$ cat src/rtl/ggc_pkg.sv
package ggc_pkg;

	// Field and register widths.
	localparam int POS_W   = 16;
	localparam int HEAD_W  = 15;
	localparam int STOP_W  = 15;
	localparam int GAIN_W  = 10;
	localparam int SPEED_W = 15;
	localparam int TURN_W  = 15;
	localparam int CFG_W   = 16;
	localparam int RIDX_W  = 2;

	// Difference of two positions, one bit wider than a position.
	localparam int DIFF_W = POS_W + 1;

	// CORDIC datapath: the vector is the difference scaled by 2^24, plus growth headroom.
	localparam int PRE_SHIFT = 24;
	localparam int XW        = 44;
	localparam int ZW        = 34;
	localparam int ATAN_LEN  = 24;
	localparam int ATAN_IW   = 5;

	localparam int CORDIC_STEPS_DEF = 16;

	// Register indexes on the write port.
	localparam logic [RIDX_W-1:0] REG_TARGET_X = 2'd0;
	localparam logic [RIDX_W-1:0] REG_TARGET_Y = 2'd1;
	localparam logic [RIDX_W-1:0] REG_STOP     = 2'd2;
	localparam logic [RIDX_W-1:0] REG_GAIN     = 2'd3;

	// Register values after reset.
	localparam logic signed [POS_W-1:0] TARGET_X_RST = 16'sd2048;
	localparam logic signed [POS_W-1:0] TARGET_Y_RST = 16'sd2048;
	localparam logic [STOP_W-1:0]       STOP_RST     = 15'd102;
	localparam logic [GAIN_W-1:0]       GAIN_RST     = 10'd128;

	// Angle constants.
	localparam int PI_Q12     = 12868;
	localparam int TWO_PI_Q12 = 25736;
	localparam logic signed [ZW-1:0] HALF_PI_Q30 = 34'sd1686629713;

	// Reciprocal of the CORDIC gain in Q.30.
	localparam int INV_W = 31;
	localparam logic signed [INV_W-1:0] INV_GAIN_Q30 = 31'sh26DD3B6A;

	// atan(2^-i) in Q.30, truncated.
	localparam logic signed [ZW-1:0] ATAN_Q30 [ATAN_LEN] = '{
		34'sh3243F6A8, 34'sh1DAC6705, 34'sh0FADBAFC, 34'sh07F56EA6,
		34'sh03FEAB76, 34'sh01FFD55B, 34'sh00FFFAAA, 34'sh007FFF55,
		34'sh003FFFEA, 34'sh001FFFFD, 34'sh000FFFFF, 34'sh0007FFFF,
		34'sh0003FFFF, 34'sh0001FFFF, 34'sh0000FFFF, 34'sh00007FFF,
		34'sh00003FFF, 34'sh00001FFF, 34'sh00000FFF, 34'sh000007FF,
		34'sh000003FF, 34'sh000001FF, 34'sh000000FF, 34'sh0000007F
	};

	// Final vector of a vectoring pass: scaled magnitude and accumulated angle.
	typedef struct packed {
		logic signed [XW-1:0] x;
		logic signed [ZW-1:0] z;
	} ggc_vec_t;

endpackage

$ cat src/rtl/ggc_in_if.sv
interface ggc_in_if;
	import ggc_pkg::*;

	logic                     valid;
	logic                     ready;
	logic                     cmd;
	logic signed [POS_W-1:0]  pose_x;
	logic signed [POS_W-1:0]  pose_y;
	logic signed [HEAD_W-1:0] pose_heading;

	modport source (output valid, cmd, pose_x, pose_y, pose_heading, input ready);
	modport sink (input valid, cmd, pose_x, pose_y, pose_heading, output ready);
endinterface

$ cat src/rtl/ggc_out_if.sv
interface ggc_out_if;
	import ggc_pkg::*;

	logic                     valid;
	logic                     ready;
	logic [SPEED_W-1:0]       linear_speed;
	logic signed [TURN_W-1:0] turn_rate;

	modport source (output valid, linear_speed, turn_rate, input ready);
	modport sink (input valid, linear_speed, turn_rate, output ready);
endinterface

$ cat src/rtl/ggc_cordic.sv
module ggc_cordic #(
	parameter int CORDIC_STEPS = ggc_pkg::CORDIC_STEPS_DEF
) (
	input  logic                              clk,
	input  logic                              arst_n,
	input  logic                              start,
	input  logic signed [ggc_pkg::DIFF_W-1:0] dx,
	input  logic signed [ggc_pkg::DIFF_W-1:0] dy,
	output logic                              done,
	output ggc_pkg::ggc_vec_t                 vec
);
	import ggc_pkg::*;

	localparam int CW = (CORDIC_STEPS > 1) ? $clog2(CORDIC_STEPS) : 1;
	localparam logic [CW-1:0] LAST = CW'(CORDIC_STEPS - 1);

	logic              busy_q;
	logic              done_q;
	logic [CW-1:0]     cnt_q;
	logic signed [XW-1:0] x_q, y_q;
	logic signed [ZW-1:0] z_q;

	logic signed [XW-1:0] x0, y0;
	logic signed [XW-1:0] xs, ys;
	logic signed [ZW-1:0] atan_c;

	// Scale the differences up to the CORDIC fixed point.
	assign x0 = XW'($signed({dx, {PRE_SHIFT{1'b0}}}));
	assign y0 = XW'($signed({dy, {PRE_SHIFT{1'b0}}}));

	// Shared shift and table lookup for the current iteration.
	assign xs     = x_q >>> cnt_q;
	assign ys     = y_q >>> cnt_q;
	assign atan_c = ATAN_Q30[ATAN_IW'(cnt_q)];

	// Sequencer: one micro-rotation per cycle.
	always_ff @(posedge clk or negedge arst_n) begin
		if (!arst_n) begin
			busy_q <= 1'b0;
			done_q <= 1'b0;
			cnt_q  <= '0;
		end else begin
			done_q <= busy_q && (cnt_q == LAST);
			if (start && !busy_q) begin
				busy_q <= 1'b1;
				cnt_q  <= '0;
			end else if (busy_q) begin
				if (cnt_q == LAST) begin
					busy_q <= 1'b0;
				end else begin
					cnt_q <= cnt_q + CW'(1);
				end
			end
		end
	end

	// Vector and angle registers, with the quarter turn for a vector in the left half.
	always_ff @(posedge clk) begin
		if (start && !busy_q) begin
			if (!x0[XW-1]) begin
				x_q <= x0;
				y_q <= y0;
				z_q <= '0;
			end else if (!y0[XW-1]) begin
				x_q <= y0;
				y_q <= -x0;
				z_q <= HALF_PI_Q30;
			end else begin
				x_q <= -y0;
				y_q <= x0;
				z_q <= -HALF_PI_Q30;
			end
		end else if (busy_q) begin
			if (!y_q[XW-1]) begin
				x_q <= x_q + ys;
				y_q <= y_q - xs;
				z_q <= z_q + atan_c;
			end else begin
				x_q <= x_q - ys;
				y_q <= y_q + xs;
				z_q <= z_q - atan_c;
			end
		end
	end

	assign done  = done_q;
	assign vec.x = x_q;
	assign vec.z = z_q;

endmodule

$ cat src/rtl/go_to_goal_controller.sv
// A pose word is stored and the block stays ready.
// A control tick with a stored pose runs the CORDIC, distance and speed steps until the
// result word is offered, and the input is not ready meanwhile.
// The CORDIC has a single add/shift stage, reused once per iteration.
// A tick with no stored pose is taken and gives no word.
// Reset (arst_n low, asynchronous) clears the stored pose and loads the register defaults.
module go_to_goal_controller #(
	parameter int CORDIC_STEPS = ggc_pkg::CORDIC_STEPS_DEF
) (
	input  logic                             clk,
	input  logic                             arst_n,
	ggc_in_if.sink                           item,
	ggc_out_if.source                        result,
	input  logic                             wr_en,
	input  logic [ggc_pkg::RIDX_W-1:0]       wr_index,
	input  logic [ggc_pkg::CFG_W-1:0]        wr_data
);
	import ggc_pkg::*;

	localparam int XSH_W  = XW - 12;
	localparam int PROD_W = XSH_W + INV_W;
	localparam int DIST_W = 20;
	localparam int DS_W   = PROD_W - 42;
	localparam int BEAR_W = ZW - 18;
	localparam int ERR_W  = BEAR_W + 1;
	localparam int SP_W   = DIST_W + GAIN_W;

	localparam logic signed [PROD_W-1:0] DIST_RND = PROD_W'(64'sd1 <<< 41);
	localparam logic signed [ZW-1:0]     BEAR_RND = ZW'(64'sd1 <<< 17);
	localparam logic signed [ERR_W-1:0]  PI_E     = ERR_W'(PI_Q12);
	localparam logic signed [ERR_W-1:0]  TWO_PI_E = ERR_W'(TWO_PI_Q12);
	localparam logic [SP_W:0]            SP_RND   = (SP_W + 1)'(128);
	localparam logic [SP_W-8:0]          SP_MAX   = (SP_W - 7)'(32767);

	typedef enum logic [2:0] {
		ST_IDLE,
		ST_CORDIC,
		ST_DIST,
		ST_SPEED,
		ST_OUT
	} state_t;

	state_t state_q;

	// Configuration registers.
	logic signed [POS_W-1:0] target_x_q, target_y_q;
	logic [STOP_W-1:0]       stop_q;
	logic [GAIN_W-1:0]       gain_q;

	// Stored pose.
	logic signed [POS_W-1:0]  stored_x_q, stored_y_q;
	logic signed [HEAD_W-1:0] stored_hd_q;
	logic                     pose_valid_q;

	// Datapath registers.
	logic signed [PROD_W-1:0] prod_q;
	logic signed [ZW-1:0]     ang_q;
	logic [DIST_W-1:0]        dist_q;
	logic                     stop_hit_q;
	logic [TURN_W-1:0]        err_q;
	logic [SP_W-1:0]          sp_prod_q;

	// Output register.
	logic                     out_valid_q;
	logic [SPEED_W-1:0]       out_speed_q;
	logic [TURN_W-1:0]        out_turn_q;

	logic                     accept;
	logic                     cordic_start;
	logic                     cordic_done;
	ggc_vec_t                 vec;
	logic signed [DIFF_W-1:0] dx, dy;
	logic signed [XSH_W-1:0]  xsh;
	logic signed [PROD_W-1:0] prod_c;
	logic signed [PROD_W-1:0] prod_rnd;
	logic signed [DS_W-1:0]   dist_s;
	logic [DIST_W-1:0]        dist_c;
	logic signed [ZW-1:0]     ang_rnd;
	logic signed [BEAR_W-1:0] bearing;
	logic signed [ERR_W-1:0]  err_raw, err_wrap;
	logic [SP_W:0]            sp_sum;
	logic [SP_W-8:0]          sp_sh;
	logic [SPEED_W-1:0]       speed_c;
	logic                     out_free;

	assign item.ready   = (state_q == ST_IDLE);
	assign accept       = item.valid && item.ready;
	assign cordic_start = accept && item.cmd && pose_valid_q;
	assign out_free     = !out_valid_q || result.ready;

	// Vector from the stored pose to the goal.
	assign dx = DIFF_W'(target_x_q) - DIFF_W'(stored_x_q);
	assign dy = DIFF_W'(target_y_q) - DIFF_W'(stored_y_q);

	ggc_cordic #(
		.CORDIC_STEPS(CORDIC_STEPS)
	) u_cordic (
		.clk   (clk),
		.arst_n(arst_n),
		.start (cordic_start),
		.dx    (dx),
		.dy    (dy),
		.done  (cordic_done),
		.vec   (vec)
	);

	// Gain correction of the CORDIC magnitude.
	assign xsh    = $signed(vec.x[XW-1:12]);
	assign prod_c = xsh * INV_GAIN_Q30;

	// Distance in Q10.10, rounded and clamped at zero.
	assign prod_rnd = prod_q + DIST_RND;
	assign dist_s   = prod_rnd[PROD_W-1:42];
	assign dist_c   = dist_s[DS_W-1] ? '0 : dist_s[DIST_W-1:0];

	// Bearing in Q3.12 and the heading error, wrapped once.
	assign ang_rnd = ang_q + BEAR_RND;
	assign bearing = ang_rnd[ZW-1:18];
	assign err_raw = ERR_W'(bearing) - ERR_W'(stored_hd_q);

	always_comb begin
		if (err_raw > PI_E) begin
			err_wrap = err_raw - TWO_PI_E;
		end else if (err_raw < -PI_E) begin
			err_wrap = err_raw + TWO_PI_E;
		end else begin
			err_wrap = err_raw;
		end
	end

	// Speed: rounded product, saturated.
	assign sp_sum  = (SP_W + 1)'(sp_prod_q) + SP_RND;
	assign sp_sh   = sp_sum[SP_W:8];
	assign speed_c = (sp_sh > SP_MAX) ? SPEED_W'(32767) : sp_sh[SPEED_W-1:0];

	// Configuration writes.
	always_ff @(posedge clk or negedge arst_n) begin
		if (!arst_n) begin
			target_x_q <= TARGET_X_RST;
			target_y_q <= TARGET_Y_RST;
			stop_q     <= STOP_RST;
			gain_q     <= GAIN_RST;
		end else if (wr_en) begin
			case (wr_index)
				REG_TARGET_X: target_x_q <= $signed(wr_data[POS_W-1:0]);
				REG_TARGET_Y: target_y_q <= $signed(wr_data[POS_W-1:0]);
				REG_STOP:     stop_q     <= wr_data[STOP_W-1:0];
				REG_GAIN:     gain_q     <= wr_data[GAIN_W-1:0];
				default: begin
				end
			endcase
		end
	end

	// Pose store.
	always_ff @(posedge clk or negedge arst_n) begin
		if (!arst_n) begin
			stored_x_q   <= '0;
			stored_y_q   <= '0;
			stored_hd_q  <= '0;
			pose_valid_q <= 1'b0;
		end else if (accept && !item.cmd) begin
			stored_x_q   <= item.pose_x;
			stored_y_q   <= item.pose_y;
			stored_hd_q  <= item.pose_heading;
			pose_valid_q <= 1'b1;
		end
	end

	// Datapath registers along the sequence.
	always_ff @(posedge clk) begin
		case (state_q)
			ST_CORDIC: begin
				if (cordic_done) begin
					prod_q <= prod_c;
					ang_q  <= vec.z;
				end
			end
			ST_DIST: begin
				dist_q     <= dist_c;
				stop_hit_q <= (dist_c <= DIST_W'(stop_q));
				err_q      <= err_wrap[TURN_W-1:0];
			end
			ST_SPEED: begin
				sp_prod_q <= dist_q * gain_q;
			end
			default: begin
			end
		endcase
	end

	// Sequencer and output register.
	always_ff @(posedge clk or negedge arst_n) begin
		if (!arst_n) begin
			state_q     <= ST_IDLE;
			out_valid_q <= 1'b0;
			out_speed_q <= '0;
			out_turn_q  <= '0;
		end else begin
			// The output register loads a new word or drops one that was taken.
			if (state_q == ST_OUT && out_free) begin
				out_valid_q <= 1'b1;
				out_speed_q <= stop_hit_q ? '0 : speed_c;
				out_turn_q  <= stop_hit_q ? '0 : err_q;
			end else if (out_valid_q && result.ready) begin
				out_valid_q <= 1'b0;
			end
			case (state_q)
				ST_IDLE: begin
					if (cordic_start) begin
						state_q <= ST_CORDIC;
					end
				end
				ST_CORDIC: begin
					if (cordic_done) begin
						state_q <= ST_DIST;
					end
				end
				ST_DIST: begin
					state_q <= ST_SPEED;
				end
				ST_SPEED: begin
					state_q <= ST_OUT;
				end
				ST_OUT: begin
					if (out_free) begin
						state_q <= ST_IDLE;
					end
				end
				default: begin
					state_q <= ST_IDLE;
				end
			endcase
		end
	end

	assign result.valid        = out_valid_q;
	assign result.linear_speed = out_speed_q;
	assign result.turn_rate    = $signed(out_turn_q);

endmodule

$ cat src/flat_wrapper.sv
// flat-port wrapper written by rule: the top's interface ports become plain ports
module go_to_goal_controller_flat import ggc_pkg::*;
#(
	parameter int CORDIC_STEPS = ggc_pkg::CORDIC_STEPS_DEF
)
  (clk, arst_n, wr_en, wr_index, wr_data, item_valid, item_cmd, item_pose_x, item_pose_y, item_pose_heading, item_ready, result_valid, result_linear_speed, result_turn_rate, result_ready);
  ggc_in_if item_i ();
  ggc_out_if result_i ();
  input  logic clk;
  input  logic arst_n;
  input  logic wr_en;
  input  logic [ggc_pkg::RIDX_W-1:0] wr_index;
  input  logic [ggc_pkg::CFG_W-1:0] wr_data;
  input wire logic [$bits(item_i.valid)-1:0] item_valid;
  input wire logic [$bits(item_i.cmd)-1:0] item_cmd;
  input wire logic [$bits(item_i.pose_x)-1:0] item_pose_x;
  input wire logic [$bits(item_i.pose_y)-1:0] item_pose_y;
  input wire logic [$bits(item_i.pose_heading)-1:0] item_pose_heading;
  output wire logic [$bits(item_i.ready)-1:0] item_ready;
  output wire logic [$bits(result_i.valid)-1:0] result_valid;
  output wire logic [$bits(result_i.linear_speed)-1:0] result_linear_speed;
  output wire logic [$bits(result_i.turn_rate)-1:0] result_turn_rate;
  input wire logic [$bits(result_i.ready)-1:0] result_ready;
  assign item_i.valid = item_valid;
  assign item_i.cmd = item_cmd;
  assign item_i.pose_x = item_pose_x;
  assign item_i.pose_y = item_pose_y;
  assign item_i.pose_heading = item_pose_heading;
  assign item_ready = item_i.ready;
  assign result_valid = result_i.valid;
  assign result_linear_speed = result_i.linear_speed;
  assign result_turn_rate = result_i.turn_rate;
  assign result_i.ready = result_ready;
  go_to_goal_controller #(.CORDIC_STEPS(CORDIC_STEPS)) u_core (.clk(clk), .arst_n(arst_n), .item(item_i), .result(result_i), .wr_en(wr_en), .wr_index(wr_index), .wr_data(wr_data));
endmodule
$ cat config.mk
export PLATFORM = sky130hd
export DESIGN_NAME = go_to_goal_controller_flat
export DESIGN_NICKNAME = d
export VERILOG_FILES = /design/src/rtl/ggc_pkg.sv /design/src/rtl/ggc_in_if.sv /design/src/rtl/ggc_out_if.sv /design/src/rtl/ggc_cordic.sv /design/src/rtl/go_to_goal_controller.sv /design/src/flat_wrapper.sv
export SDC_FILE = /design/constraint.sdc
export NUM_CORES = 2
export LEC_CHECK = 0
export BUFFER_PORTS_ARGS = -buffer_cell sky130_fd_sc_hd__buf_4
export CAP_MARGIN = 20
export CORE_MARGIN = 5
export CORE_UTILIZATION = 35
export CTS_BUF_LIST = sky130_fd_sc_hd__clkbuf_8
export CTS_CLUSTER_DIAMETER = 80
export CTS_CLUSTER_SIZE = 8
export DETAILED_ROUTE_END_ITERATION = 7
export PLACE_DENSITY = 0.6
export SLEW_MARGIN = 20
export SYNTH_ARGS = -nofsm -noshare
export SYNTH_HDL_FRONTEND = slang
export SYNTH_SLANG_ARGS = --single-unit
$ cat constraint.sdc
create_clock -name clk -period 23.9 [get_ports clk]
set_input_delay 4.78 -clock clk [delete_from_list [all_inputs] [get_ports clk]]
set_output_delay 4.78 -clock clk [all_outputs]
set_load 0.05 [all_outputs]
* After elaboration in Yosys (flattened, before gate mapping) *
Memory sizes are Yosys's and may differ from the RTL's.
Index checks and enable logic that the tools add are counted.
W data, S select, Z words.

storage, ports and cells
  bits in registers = 429
  latch bits = 0
  memory bits (writable) = 0
  ROM bits = 1088
  input bits = 71
  word-level logic and storage cells = 122
  memories kept = 1

operators by class
  $add $sub $neg = 17
  $mul = 2
  divide/modulo/power cells = 0
  $lt $le $gt $ge = 5
  equality and inequality tests = 12
  shifts and indexed selects = 2
  multiplexer cells = 35
  bitwise operators = 1
  reduce and logical (&&, ||, !) cells = 23

memory list
  memory           depth  bits a word  read ports  clocked after memory_dff  write ports  RTL line          source
  (no name shown)  32     34           1           0                         0            ggc_cordic.sv:34  assign atan_c = ATAN_Q30[ATAN_IW'(cnt_q)];

operators by type and width
  kind                      number
  $mux W44                  10
  $mux W34                  7
  $add A44 B44 Y44          2
  $neg A41 Y44              2
  $sshr A44 B4 Y44          2
  $sub A44 B44 Y44          2
  $mux W15                  5
  $add A63 B43 Y63 const B  1
  $mul A32 B30 Y62 const B  1
  $add A34 B19 Y34 const B  1
  $add A34 B34 Y34          1
  $sub A16 B16 Y17          2
  $sub A34 B34 Y34          1
  $add A30 B8 Y31 const B   1
  $mul A20 B10 Y30          1
  $gt A23 B15 Y1 const B    1
  $le A20 B15 Y1            1
  $mux W20                  1
  $gt A17 B15 Y1 const B    1
  $lt A17 B15 Y1 const B    1
  $sub A16 B15 Y17          1
  $add A15 B14 Y15 const B  1
  $pmux W3 S5               1
  $sub A15 B14 Y15 const B  1
  other kinds (22)          49

* Logic depth before layout (Yosys ltp) *
  depth after elaboration = 8
  gate-level depth with buffers = 31
  mapped depth without buffers = 28

* Hierarchy *
A second synthesis with hierarchy kept.

second synthesis, totals
  cells, all modules = 6092
  area, all modules = 56784.5 um^2

by module, submodules not included
  module                 instances  cells each  area each (um^2)
  go_to_goal_controller  1          3704        36620.1
  ggc_cordic             1          2388        20164.3

* Worst setup path after synthesis *
Ideal clock, no wire load.

  path kind = input -> register
  start = input port item_valid
  end = register u_core.u_cordic.cnt_q[3]
  library setup time = 84 ps
  arrival time = 15324 ps
  data required time = 23816 ps
  path slack = 8492 ps
  cell stages on the path = 6
  path buffers = 0
  cell sequence = nand2_1 -> o21ai_0 -> o21ai_0 -> nor3_1 -> a21oi_1 -> o22ai_1

between the ends
  cells in the longest elaborated chain, start to end = 6

ends and longest elaborated chain
  what                                                          RTL line                     source
  start: declaration                                            flat_wrapper.sv:14           input wire logic [$bits(item_i.valid)-1:0] item_valid;
  $logic_and A1 B1 Y1 *                                         go_to_goal_controller.sv:87  assign accept = item.valid && item.ready;
  $logic_and A1 B1 Y1 * (2 in series)                           go_to_goal_controller.sv:88  assign cordic_start = accept && item.cmd && pose_valid_q;
  $logic_and A1 B1 Y1 *                                         ggc_cordic.sv:44             if (start && !busy_q) begin
  $ne A2 B1 Y1 (no line) or $reduce_bool A2 Y1 (tied branches)  -
  $reduce_and A2 Y1 (no line)                                   -
  end signal: assignment                                        ggc_cordic.sv:51             cnt_q <= cnt_q + CW'(1);
  end: declaration                                              ggc_cordic.sv:19             logic [CW-1:0] cnt_q;

Every way passes the cells marked *; elsewhere a longest branch is shown, timed or not.
A chain may end at the register's enable or synchronous reset.

* Worst setup path in the final report *
  start = register u_core.u_cordic.x_q[33]
  end = register u_core.prod_q[59] (data pin)

between the ends
  cells in the longest elaborated chain, start to end = 1

ends and longest elaborated chain
  what                         RTL line                      source
  start: declaration           ggc_cordic.sv:20              logic signed [XW-1:0] x_q, y_q;
  start signal: assignment     ggc_cordic.sv:65              x_q <= y0;
  start signal: assignment     ggc_cordic.sv:69              x_q <= -y0;
  start signal: assignment     ggc_cordic.sv:75              x_q <= x_q + ys;
  $mul A32 B30 Y62             go_to_goal_controller.sv:109  assign prod_c = xsh * INV_GAIN_Q30;
  named net u_core.prod_c[59]  go_to_goal_controller.sv:74   logic signed [PROD_W-1:0] prod_c;
  end signal: assignment       go_to_goal_controller.sv:175  prod_q <= prod_c;
  end: declaration             go_to_goal_controller.sv:56   logic signed [PROD_W-1:0] prod_q;

The timed path passes the listed nets, and every way through them passes these cells.

==> flow_metrics.env <==
export IMPL_status="completed"
export IMPL_synthesis_nets=7314
export IMPL_hpwl_um=138000
export IMPL_worstPathMaxFanout=15
export IMPL_die_h_um=411
export IMPL_synth_cells=6045
export IMPL_first_iter_violations=3846
export IMPL_reg2reg_setup_slack_ns=14.60
export IMPL_dr_pass1_iters=6
export IMPL_viasPerCell=5.34
export IMPL_hold_class="reg2reg"
export IMPL_vias=44034
export IMPL_die_w_um=411
export IMPL_routabilityCongestion=0.949
export IMPL_hold_viol=0
export IMPL_critPathLaunchType="flop"
export IMPL_ys_flop_type="edfxtp_1"
export IMPL_pin_count=103
export IMPL_maxCapViolations=0
export IMPL_crit_type="reg2reg"
export IMPL_postCtsSetupBuffers=0
export IMPL_grt_max_degree=93
export IMPL_grt_pass1_vias=44442
export IMPL_postSynth_asyncResetShare_pct=39.7
export IMPL_clk_latency_ns=0.77
export IMPL_syn_avg_cell_area_um2=9.31
export IMPL_relSlewSlack_pct=26.1
export IMPL_drt_total_wl_um=171000
export IMPL_grt_overflow=0
export IMPL_path_clk_slew_ns=0.07
export IMPL_cts_made_buffers=56
export IMPL_ys_types=90
export IMPL_die_area_um2=169000
export IMPL_final_util_pct=37.7
export IMPL_worstMarginPinSlew_ns=1.11
export IMPL_ys_seq_area_share_pct=18.2
export IMPL_worstPathArrival_ns=9.76
export IMPL_routedWlPerCell_um=20.7
export IMPL_slew_violations=0
export IMPL_grt_pass1_wl_um=266000
export IMPL_ys_warnings_count=0
export IMPL_finClkSkew_ns=0.0587
export IMPL_rows=147
export IMPL_netlist_area_um2=56300
export IMPL_clock_sinks=365
export IMPL_antenna_found_initial=6
export IMPL_synth_seq_cells=365
export IMPL_finalSetupTns_ns=0
export IMPL_finalCritPeriodShare_pct=38.9
export IMPL_cts_root_buf="clkbuf_8"
export IMPL_reg2reg_depth=25
export IMPL_drc_errors=0
export IMPL_numPortBuffers=102
export IMPL_area_growth_pct=7.22
export IMPL_worstPathRequired_ns=24.36
export IMPL_whs_path_depth=0
export IMPL_drive_gt1_share_pct=7.55
export IMPL_layout_commonest_cell="inv_1"
export IMPL_core_area_um2=160000
export IMPL_fin_crit_ns=9.30
export IMPL_setup_violations=0
export IMPL_htree_levels=2
export IMPL_grt_total_usage_pct=19.9
export IMPL_clk_path_buf_depth=3
export IMPL_final_nets=7306
export IMPL_cts_resized=0
export IMPL_postCtsHoldBufs=0
export IMPL_cts_tree="built"
export IMPL_ant_nets=0
export IMPL_final_cell_mix="inv_1, ha_1, fa_1"
export IMPL_max_freq_ghz=0.108
export IMPL_rsz0062_at_grt="false"
export IMPL_end_kind="flop"
export IMPL_synth_edf_count=220
export IMPL_initial_utilization_pct=35.1
## cells by family after synthesis
family | count (synthesis) | share of synthesized area, %
flip-flops | 365 | 18.2
adder cells (fa/ha/maj) | 1198 | 34.1
multiplexers | 264 | 7.09
buffers and inverters | 1169 | 7.92
AND/OR/NAND/NOR | 1374 | 11.7
XOR/XNOR | 452 | 7.05
AO/OA/AOI/OAI | 1223 | 13.9
## through the flow
| stage | hold slack [ns] | std cells | worst slack, ns | instance area (um2) |
|---|---|---|---|---|
| finish | 0.456 | 8245 | 14.60 | 60300 |
| global route | 0.473 | 8244 | 14.27 | 60300 |
| CTS | 0.456 | 8243 | 14.76 | 60300 |
| detailed placement | 0.448 | 8139 | 14.83 | 59300 |
| global placement | 0.445 | 8139 | 14.89 | 59300 |
| floorplan | 0.433 | 6045 | 8.49 | 56300 |
## final cells by class
cell class                 count  area (um2)
fill                       16227       99900
multi-input combinational   4511       41600
sequential                   365       10300
inverter                     960        3600
tap                         2160        2700
timing repair buffer         143        1080
clock buffer                  59         812
clock inverter                45         238
antenna                        2        5.00
## per-layer routing
metal  routed length, um  vias to the layer above  global-route usage, %
li1                    -                    20572                      -
met1               77600                    21836                   28.0
met2               78100                     1378                   32.5
met3               10400                      244                   2.61
met4                4760                        4                   5.15
met5                  27                        -                      0
## critical path, cell delays in order, from the launching register on
cell,delay (ns)
edfxtp_1,0.94
ha_1,0.40
inv_1,0.09
fa_1,0.53
inv_1,0.11
fa_1,0.56
inv_1,0.05
fa_1,0.51
inv_1,0.06
fa_1,0.53
fa_1,0.44
fa_1,0.54
inv_1,0.05
fa_1,0.49
inv_1,0.05
ha_1,0.32
nand4_1,0.30
nor3_1,0.71
nand4_1,0.16
o22ai_1,0.77
o31ai_1,0.25
o21ai_0,0.34
a21o_1,0.20
a21oi_1,0.10
o41ai_1,0.37
xor2_1,0.11
## synth_stat cells (12+ instances only)
cell,n,area (um2)
a211oi_1,57,428
o211ai_1,37,278
fa_1,563,11300
o21bai_1,36,270
o21ai_0,294,1470
o31ai_1,22,165
ha_1,635,7950
buf_2,21,105
nor3_1,76,380
and3_1,49,307
nor4_1,12,75.1
clkbuf_1,155,582
nor2b_1,41,257
or3_1,17,106
buf_1,26,97.6
inv_1,955,3580
xor2_1,213,1870
mux2_2,102,1150
and2_1,120,751
mux4_2,83,1870
nand2b_1,61,382
and4_1,14,123
a22oi_1,13,97.6
o21a_1,48,360
nand2_1,461,1730
or2_2,24,150
xnor2_1,238,2080
o22ai_1,34,213
edfxtp_1,220,6610
dfrtp_1,138,3450
a21o_1,144,1080
a311oi_1,15,131
a21oi_1,318,1590
a31oi_1,49,307
nor2_1,324,1220
a211o_1,16,140
mux2i_1,68,681
nand4_1,35,219
nand3_1,96,480
## registers in the layout, indices dropped and copies added, names as in the netlist, 3 cells and up
register,count
u_core.stop_q,15
u_core.u_cordic.cnt_q,4
u_core.u_cordic.x_q,44
u_core.err_q,15
u_core.sp_prod_q,23
u_core.stored_y_q,16
u_core.state_q,3
u_core.result.turn_rate,15
u_core.gain_q,10
u_core.target_x_q,16
u_core.target_y_q,16
u_core.dist_q,20
u_core.u_cordic.z_q,34
u_core.stored_x_q,16
u_core.stored_hd_q,15
u_core.u_cordic.y_q,44
u_core.prod_q,22
u_core.ang_q,17
u_core.result.linear_speed,15
## final timing paths
kind                                         startpoint                  endpoint
max in group asynchronous                        arst_n  u_core.u_cordic.cnt_q[1]
min in group asynchronous                        arst_n          u_core.gain_q[1]
worst min register to register  u_core.u_cordic.z_q[31]          u_core.ang_q[31]
worst max register to register  u_core.u_cordic.x_q[33]         u_core.prod_q[59]
worst min-delay path            u_core.u_cordic.z_q[31]          u_core.ang_q[31]
worst max-delay path            u_core.u_cordic.x_q[33]         u_core.prod_q[59]
Power is not shown: default switching activity piles up to over one toggle a cycle in this logic, so the estimate is an artifact.
